### src/rtl/sxfp_pkg.sv
// Package for the sync/XOR frame parser.
// Holds the parse phase type, the framing bytes and the payload store depth.
// No dependencies.
package sxfp_pkg;

	localparam int unsigned STORE_DEPTH = 10;

	localparam logic [7:0] SYNC_FIRST  = 8'hFE;
	localparam logic [7:0] SYNC_SECOND = 8'h0A;
	localparam logic [7:0] TRAILER     = 8'h55;

	typedef logic [7:0] byte_t;
	typedef logic [3:0] index_t;

	typedef enum logic [2:0] {
		PH_IDLE    = 3'd0,
		PH_SYNC2   = 3'd1,
		PH_PAYLOAD = 3'd2,
		PH_CHECK   = 3'd3,
		PH_TRAILER = 3'd4
	} phase_t;

endpackage

### src/rtl/sync_xor_frame_parser_top.sv
// Sync/XOR frame parser: one received word in, one result word out per input word.
// The result is registered on accept, into the skid entry while the output is held.
// Throughput: one word per cycle while in_stall is low; a two-entry output buffer
// keeps input open while one result waits, and in_stall is high while both are full.
// Reset: asynchronous, active low; phase idle, index, XOR and payload cleared.
// Depends on sxfp_pkg.
module sync_xor_frame_parser_top #(
	parameter int unsigned PAYLOAD_BYTES = 10
) (
	input  logic        clk,
	input  logic        arst_n,
	input  logic        in_valid,
	output logic        in_stall,
	input  logic [7:0]  rx_byte,
	output logic        out_valid,
	input  logic        out_stall,
	output logic        frame_good,
	output logic [63:0] payload_low,
	output logic [15:0] payload_high
);

	sxfp_pkg::phase_t phase_q, phase_d;
	sxfp_pkg::index_t byte_index_q, byte_index_d;
	sxfp_pkg::byte_t  xor_q, xor_d;
	sxfp_pkg::byte_t  check_q, check_d;
	sxfp_pkg::byte_t  store_q [sxfp_pkg::STORE_DEPTH];
	sxfp_pkg::byte_t  store_d [sxfp_pkg::STORE_DEPTH];
	logic             good_d;
	sxfp_pkg::index_t index_inc;

	logic        out_valid_q, skid_valid_q;
	logic        good_q, skid_good_q;
	logic [63:0] low_q, skid_low_q, low_d;
	logic [15:0] high_q, skid_high_q, high_d;

	logic accept, pop;

	assign accept    = in_valid && !in_stall;
	assign pop       = out_valid_q && !out_stall;
	assign in_stall  = skid_valid_q;
	assign index_inc = byte_index_q + 4'd1;

	always_comb begin
		phase_d = phase_q;
		case (phase_q)
			sxfp_pkg::PH_IDLE: begin
				if (rx_byte == sxfp_pkg::SYNC_FIRST)
					phase_d = sxfp_pkg::PH_SYNC2;
			end
			sxfp_pkg::PH_SYNC2: begin
				if (rx_byte == sxfp_pkg::SYNC_SECOND)
					phase_d = sxfp_pkg::PH_PAYLOAD;
				else
					phase_d = sxfp_pkg::PH_IDLE;
			end
			sxfp_pkg::PH_PAYLOAD: begin
				if (index_inc >= 4'(PAYLOAD_BYTES))
					phase_d = sxfp_pkg::PH_CHECK;
			end
			sxfp_pkg::PH_CHECK:   phase_d = sxfp_pkg::PH_TRAILER;
			sxfp_pkg::PH_TRAILER: phase_d = sxfp_pkg::PH_IDLE;
			default:              phase_d = sxfp_pkg::PH_IDLE;
		endcase
	end

	always_comb begin
		byte_index_d = byte_index_q;
		xor_d        = xor_q;
		check_d      = check_q;
		good_d       = 1'b0;
		for (int k = 0; k < sxfp_pkg::STORE_DEPTH; k++)
			store_d[k] = store_q[k];
		case (phase_q)
			sxfp_pkg::PH_SYNC2: begin
				if (rx_byte == sxfp_pkg::SYNC_SECOND) begin
					byte_index_d = '0;
					xor_d        = '0;
				end
			end
			sxfp_pkg::PH_PAYLOAD: begin
				for (int k = 0; k < sxfp_pkg::STORE_DEPTH; k++)
					if (byte_index_q == 4'(k))
						store_d[k] = rx_byte;
				xor_d = xor_q ^ rx_byte;
				if (index_inc >= 4'(PAYLOAD_BYTES))
					byte_index_d = '0;
				else
					byte_index_d = index_inc;
			end
			sxfp_pkg::PH_CHECK:   check_d = rx_byte;
			sxfp_pkg::PH_TRAILER: good_d = (rx_byte == sxfp_pkg::TRAILER) && (check_q == xor_q);
			default: ;
		endcase
		for (int k = 0; k < 8; k++)
			low_d[8*k +: 8] = store_d[k];
		high_d = {store_d[9], store_d[8]};
	end

	always_ff @(posedge clk or negedge arst_n) begin
		if (!arst_n) begin
			phase_q      <= sxfp_pkg::PH_IDLE;
			byte_index_q <= '0;
			xor_q        <= '0;
			check_q      <= '0;
			for (int k = 0; k < sxfp_pkg::STORE_DEPTH; k++)
				store_q[k] <= '0;
		end else if (accept) begin
			phase_q      <= phase_d;
			byte_index_q <= byte_index_d;
			xor_q        <= xor_d;
			check_q      <= check_d;
			for (int k = 0; k < sxfp_pkg::STORE_DEPTH; k++)
				store_q[k] <= store_d[k];
		end
	end

	always_ff @(posedge clk or negedge arst_n) begin
		if (!arst_n) begin
			out_valid_q  <= 1'b0;
			skid_valid_q <= 1'b0;
		end else if (skid_valid_q) begin
			if (pop)
				skid_valid_q <= 1'b0;
		end else if (accept) begin
			if (out_valid_q && !pop)
				skid_valid_q <= 1'b1;
			else
				out_valid_q <= 1'b1;
		end else if (pop) begin
			out_valid_q <= 1'b0;
		end
	end

	always_ff @(posedge clk) begin
		if (skid_valid_q) begin
			if (pop) begin
				good_q <= skid_good_q;
				low_q  <= skid_low_q;
				high_q <= skid_high_q;
			end
		end else if (accept) begin
			if (out_valid_q && !pop) begin
				skid_good_q <= good_d;
				skid_low_q  <= low_d;
				skid_high_q <= high_d;
			end else begin
				good_q <= good_d;
				low_q  <= low_d;
				high_q <= high_d;
			end
		end
	end

	assign out_valid    = out_valid_q;
	assign frame_good   = good_q;
	assign payload_low  = low_q;
	assign payload_high = high_q;

	a_skid_needs_out: assert property (@(posedge clk) disable iff (!arst_n)
		skid_valid_q |-> out_valid_q)
		else $error("skid entry held without an output entry");

	a_payload_exit: assert property (@(posedge clk) disable iff (!arst_n)
		(accept && phase_q == sxfp_pkg::PH_PAYLOAD) |=>
		(phase_q == sxfp_pkg::PH_PAYLOAD || phase_q == sxfp_pkg::PH_CHECK))
		else $error("payload phase left to an unexpected phase");

	a_check_index: assert property (@(posedge clk) disable iff (!arst_n)
		(phase_q == sxfp_pkg::PH_CHECK) |-> (byte_index_q == '0))
		else $error("byte index not cleared at check byte");

	a_index_range: assert property (@(posedge clk) disable iff (!arst_n)
		(phase_q == sxfp_pkg::PH_PAYLOAD) |-> (byte_index_q < 4'(PAYLOAD_BYTES)))
		else $error("payload index out of range");

endmodule
### config.mk
export PLATFORM = sky130hd
export DESIGN_NAME = sync_xor_frame_parser_top
export DESIGN_NICKNAME = d
export VERILOG_FILES = /design/src/rtl/sxfp_pkg.sv /design/src/rtl/sync_xor_frame_parser_top.sv
export SDC_FILE = /design/constraint.sdc
export NUM_CORES = 1
export LEC_CHECK = 0
export ABC_AREA = 1
export BUFFER_PORTS_ARGS = -buffer_cell sky130_fd_sc_hd__buf_2
export CORE_ASPECT_RATIO = 1.25
export CORE_MARGIN = 4
export CORE_UTILIZATION = 50
export DETAILED_ROUTE_END_ITERATION = 12
export PLACE_DENSITY = 0.69
export SLEW_MARGIN = 20
export SYNTH_ARGS = -nofsm -noshare
export SYNTH_HDL_FRONTEND = slang
export SYNTH_SLANG_ARGS = --single-unit
### constraint.sdc
create_clock -name clk -period 7.02 [get_ports clk]
set_clock_uncertainty 0.05 [all_clocks]
set_input_delay 0.702 -clock clk [delete_from_list [all_inputs] [get_ports clk]]
set_output_delay 0.702 -clock clk [all_outputs]
set_load 0.05 [all_outputs]
Word-level counts from Yosys, hierarchy flattened
Index checks and enable logic that the tools add are counted.
{"block": "word_totals", "ff_bits": 267, "inputBits": 12, "output_inout_bits": 83, "wordCells": 107}
{"block": "classes", "add_sub_neg": 1, "n_lt_le_gt_ge": 1, "n_eq_ne": 23, "n_mux": 40, "bitwise_logic": 2, "reduce_logical": 18}
{"cell": "2-to-1 mux 64 bit", "n": 4}
{"cell": "2-to-1 mux 8 bit", "n": 11}
{"cell": "2-to-1 mux 80 bit", "n": 1}
{"cell": "2-to-1 mux 16 bit", "n": 4}
{"cell": "== test 4 x 3 -> 1 bit (second input constant)", "n": 4}
{"cell": "case mux 8 bit (2 select lines)", "n": 1}
{"cell": "AND reduction 3 bit", "n": 5}
{"cell": "2-to-1 mux 1 bit", "n": 12}
{"cell": "case mux 3 bit (4 select lines)", "n": 1}
{"cell": "inequality test 2 bit (second input constant)", "n": 5}
{"cell": "== test 4 x 2 -> 1 bit (second input constant)", "n": 2}
{"cell": "== test 4 bit (second input constant)", "n": 2}
{"cell": "== test 8 x 4 -> 1 bit (second input constant)", "n": 1}
{"cell": "== test 8 x 7 -> 1 bit (second input constant)", "n": 1}
{"cell": "== test 8 bit", "n": 1}
{"cell": "== test 8 bit (second input constant)", "n": 1}
{"cell": "2-to-1 mux 4 bit", "n": 2}
{"cell": "case mux 4 bit (2 select lines)", "n": 1}
{"cell": "XOR 8 bit", "n": 1}
{"cell": "== test 3 x 2 -> 1 bit (second input constant)", "n": 2}
{"cell": "2-to-1 mux 3 bit", "n": 2}
{"cell": "nonzero test 2 bit", "n": 3}
{"cell": "adder 4 x 1 -> 4 bit (second input constant)", "n": 1}
{"cell": "== test 4 x 1 -> 1 bit (second input constant)", "n": 1}
{"cell": "other kinds (11)", "n": 16}

Depth between registers and ports, before layout
{"block": "logic_depth", "ltp_word": 7, "depth_mapped": 9, "ltp_nobuf": 9}

Worst setup path before layout
OpenSTA, ideal clock, no wires.
{"block": "synth_path", "kind": "register -> register", "startpoint": "reg skid_valid_q, in the netlist in_stall", "endpoint": "reg good_q, in the netlist frame_good (enable)", "setup_ps": 547, "arrival_ps": 5275, "required_ps": 6423, "slack_ps": 1149, "stages_incl_launch_ff": 5, "period_less_slack_ps": 5871, "cell_sequence": "dfrtp_1 clkbuf_1 clkbuf_1 a21oi_1 a21oi_1"}
{"block": "synth_via", "elab_chain_cells": 4, "elab_cells_between_ends": 6}
{"element": "start: declaration", "line_no": "sync_xor_frame_parser_top.sv:31", "text": "logic out_valid_q, skid_valid_q;"}
{"element": "start signal: assignment", "line_no": "sync_xor_frame_parser_top.sv:120", "text": "skid_valid_q <= 1'b0;"}
{"element": "start signal: assignment", "line_no": "sync_xor_frame_parser_top.sv:123", "text": "skid_valid_q <= 1'b0;"}
{"element": "start signal: assignment", "line_no": "sync_xor_frame_parser_top.sv:126", "text": "skid_valid_q <= 1'b1;"}
{"element": "zero test 1 bit", "line_no": "sync_xor_frame_parser_top.sv:38", "text": "assign accept = in_valid && !in_stall;"}
{"element": "logical AND 1 bit", "line_no": "sync_xor_frame_parser_top.sv:38"}
{"element": "nonzero test 2 bit (no line)"}
{"element": "AND reduction 3 bit (no line) *"}
{"element": "end signal: assignment", "line_no": "sync_xor_frame_parser_top.sv:137", "text": "good_q <= skid_good_q;"}
{"element": "end signal: assignment", "line_no": "sync_xor_frame_parser_top.sv:147", "text": "good_q <= good_d;"}
{"element": "end: declaration", "line_no": "sync_xor_frame_parser_top.sv:32", "text": "logic good_q, skid_good_q;"}
Every way passes the cells marked *; elsewhere a longest branch is shown, timed or not.
A chain may end at the register's enable or synchronous reset.

Worst setup path in the final report
{"block": "layout_path", "startpoint": "reg skid_valid_q, in the netlist in_stall", "endpoint": "reg low_q[53], in the netlist payload_low[53] (enable)"}
{"block": "layout_via", "elab_chain_cells": 4, "elab_cells_between_ends": 6}
{"element": "zero test 1 bit", "line_no": "sync_xor_frame_parser_top.sv:38"}
{"element": "logical AND 1 bit", "line_no": "sync_xor_frame_parser_top.sv:38"}
{"element": "nonzero test 2 bit (no line)"}
{"element": "AND reduction 3 bit (no line) *"}
{"element": "end signal: assignment", "line_no": "sync_xor_frame_parser_top.sv:138", "text": "low_q <= skid_low_q;"}
{"element": "end signal: assignment", "line_no": "sync_xor_frame_parser_top.sv:148", "text": "low_q <= low_d;"}
{"element": "end: declaration", "line_no": "sync_xor_frame_parser_top.sv:33", "text": "logic [63:0] low_q, skid_low_q, low_d;"}
Marked as above.

==> results.md <==
- CTS tree: built
- Root Buffer: clkbuf_16
- # port buffers: 94
- Die ar.: 0.0251 mm2
- Worst Hold Class: in -> async
- First-pass GRT wire length: 37,400 um
- Crit path arrival time: 3400 ps
- Seq/Total Area, Yosys: 0.662
- Slew of the pin with the lowest slew margin: 991 ps
- Placer Congestion: 0.810
- CP Max Fanout: 61
- Final net count: 1,234
- Max incr delay on CP: 790 ps
- Largest family of logic cells by synthesized area: simple AND/OR/NAND/NOR gates
- Post-CTS sizing: 0
- Clock-pin slew on the worst setup and hold paths: 60 ps
- Slew Viols, Final: 0
- Cts hold-fix bufs: 0
- Slowest cell on the critical path: a21oi_4
- Crit path time final: 3300 ps
- Mean post-synth cell area: 9.88 um2
- Crit. End Element: flip-flop
- Worst Path Required: 7120 ps
- Leak: 6.20 nW
- Outcome: finished clean
- Via count: 7,606
- Post-DP HPWL: 13,800 um
- Commonest non-fill, non-tap cell in the layout: nand2_1
- Final WS setup: 3720 ps
- Crit share post-route: 0.470
- DR vias/cell: 5.00
- Post-DR wirelength/cell: 14.9 um
- Flip-flop and latch count after synthesis: 267
- Number of distinct library cells after synthesis: 21
- Placement Setup Slack: 3640 ps
- Dpl cell area: 0.0120 mm2
- Clock sink total: 267
- Clock tree buffer depth: 3
- Row count: between 60 and 70
- Post-Route WL: approximately 23,000 um
- Post-synthesis xor/xnor area fraction: 0.00851
- Adder-cell share of the synthesized area: 0.00553
- Drt first pass iters: 5
- Post-CTS Repair Setup Buffers: 0
- VDD IR max: ~0.38 mV
- # IOs: 95
- Most frequent cells in the layout: nand2_1 (315), o21ai_0 (251), inv_1 (181)
- Fin. Hold Viols: 0
- CTS H-tree lvls: 1
- Post-DRT Antenna Nets: 0
- Post-synthesis mux area share: 0.00199
- Initial cell density of the core: 0.508
- Post-synthesis simple-gate area fraction: 0.123
- Design Area, Final: 0.0128 mm2
- Synthesized instance count: ~1.1k
- Initial antenna violation count: 0
- Clock Latency Late Sink: around 520 ps
- DRC viols: 0
- Fmax: roughly 300 MHz
- Compound-Gate Fraction of Synth Area: 0.116
- Core Region: 0.0223 mm2
- RSZ-0062 raised after global routing: no
- # diodes: 0
- Syn_nets: 1,163
- Ys Warns: 0
- Synth Cell Area: 0.0113 mm2
- Worst setup path class: reg -> reg
- Cell breakdown of the critical path: nor2_1, a21oi_1, a21oi_4, buf_4
- P&R area growth vs syn: 12.7%
- Vias in the first global route: 7,281
- Iteration-0 DRC Markers: 583
- # placed instances: ~1.5k
- Rel. slew slack: 0.338
- Power Total: 4.72 mW
- Final setup vio count: 0
- Setup TNS: 0 ps
- Max Cap Viol: 0
- Crit start category: flip-flop
- Non-filler instance count after layout: 1,521
- Die W: about 140 um
- Layout cell share with drive strength beyond 1: 0.118
- Total power per unit cell area: 370 mW/mm2
- DIE HEIGHT: between 150 and 200 um
- Largest net degree at the start of global routing: 138
- Overall Global Routing Usage: 0.184
- CTS Buf Count: 27
- Total gr overflow: 0
[sequential cells by signal, indices dropped and copies added, names as in the netlist]
| signal | count |
|---|---|
| xor_q | 8 |
| byte_index_q | 4 |
| skid_low_q | 64 |
| skid_good_q | 1 |
| phase_q | 3 |
| payload_high | 16 |
| in_stall | 1 |
| skid_high_q | 16 |
| payload_low | 64 |
| store_q | 80 |
| frame_good | 1 |
| out_valid | 1 |
| check_q | 8 |
[final cells by class]
| type | instances | area (um2) |
|---|---|---|
| flip-flops and latches | 267 | 7500 |
| well taps | 283 | 354 |
| clock inverters | 13 | 70.1 |
| multi-input cells | 639 | 2910 |
| repair buffers | 99 | 518 |
| clock buffers | 37 | 723 |
| inverters | 183 | 689 |
| fillers | 1950 | 9530 |
[per-stage QoR]
step / utilization / hold slack (ps)
6_report: 0.572 / 75.7
5_1_grt: 0.572 / 86.6
4_1_cts: 0.572 / 77.2
3_5_place_dp: 0.536 / 423
3_3_place_gp: 0.536 / 415
2_1_floorplan: - / 356
[routing by layer]
metal | up-vias | part of all wire | track usage
li1 | 3848 | - | -
met1 | 3567 | 0.44 | 0.254
met2 | 156 | 0.49 | 0.309
met3 | 35 | 0.048 | 0.0233
met4 | 0 | 0.021 | 0.0495
met5 | - | 0 | 0
[synth_stat cells]
| cell | count | area, um2 |
|---|---|---|
| a21oi_1 | 2 | 10.0 |
| and2_1 | 1 | 6.26 |
| buf_1 | 1 | 3.75 |
| buf_2 | 17 | 85.1 |
| buf_6 | 2 | 22.5 |
| clkbuf_1 | 37 | 139 |
| dfrtp_1 | 105 | 2630 |
| edfxtp_1 | 162 | 4860 |
| ha_1 | 5 | 62.6 |
| inv_1 | 181 | 679 |
| inv_2 | 2 | 7.51 |
| mux2_2 | 2 | 22.5 |
| nand2_1 | 315 | 1180 |
| nand3_1 | 15 | 75.1 |
| nand3_4 | 1 | 17.5 |
| nand4_1 | 4 | 25.0 |
| nor2_1 | 21 | 78.8 |
| nor3_1 | 2 | 10.0 |
| o21ai_0 | 251 | 1260 |
| o21ai_1 | 9 | 45.0 |
| xor2_1 | 11 | 96.3 |
[report_power, final]
group	internal (mW)	leakage, nW	switching (mW)
combinational	0.211	2.78	1.09
sequential	2.02	3.02	0.111
clock	0.722	0.398	0.572
total	2.96	6.20	1.77
[cells by family (layout without fill, tap and decap cells)]
group / Yosys count / count (layout)
AND/OR/NAND/NOR: 359 / 359
flip-flops: 267 / 267
AO/OA/AOI/OAI: 262 / 262
buffers and inverters: 240 / 332
XOR/XNOR: 11 / 11
adder cells (fa/ha/maj): 5 / 5
multiplexers: 2 / 2
[critical path: cells and delay by family (launching register included)]
kind	cells	cell delay, ps
compound gates	2	950
buf+inv	1	700
flops	1	690
simple gates	1	490
[worst paths after layout]
kind,depth (start not counted),end,slack [ps],startpoint
hold / removal,1,xor_q[5],80,arst_n
setup / recovery,4,payload_low[53],3720,in_stall
hold reg to reg,2,store_q[30],430,store_q[30]
setup reg to reg,4,payload_low[53],3720,in_stall
min in group clk,2,store_q[30],430,store_q[30]
max in group asynchronous,2,in_stall,5460,arst_n
Note: power is estimated with default switching activity, not from simulation.
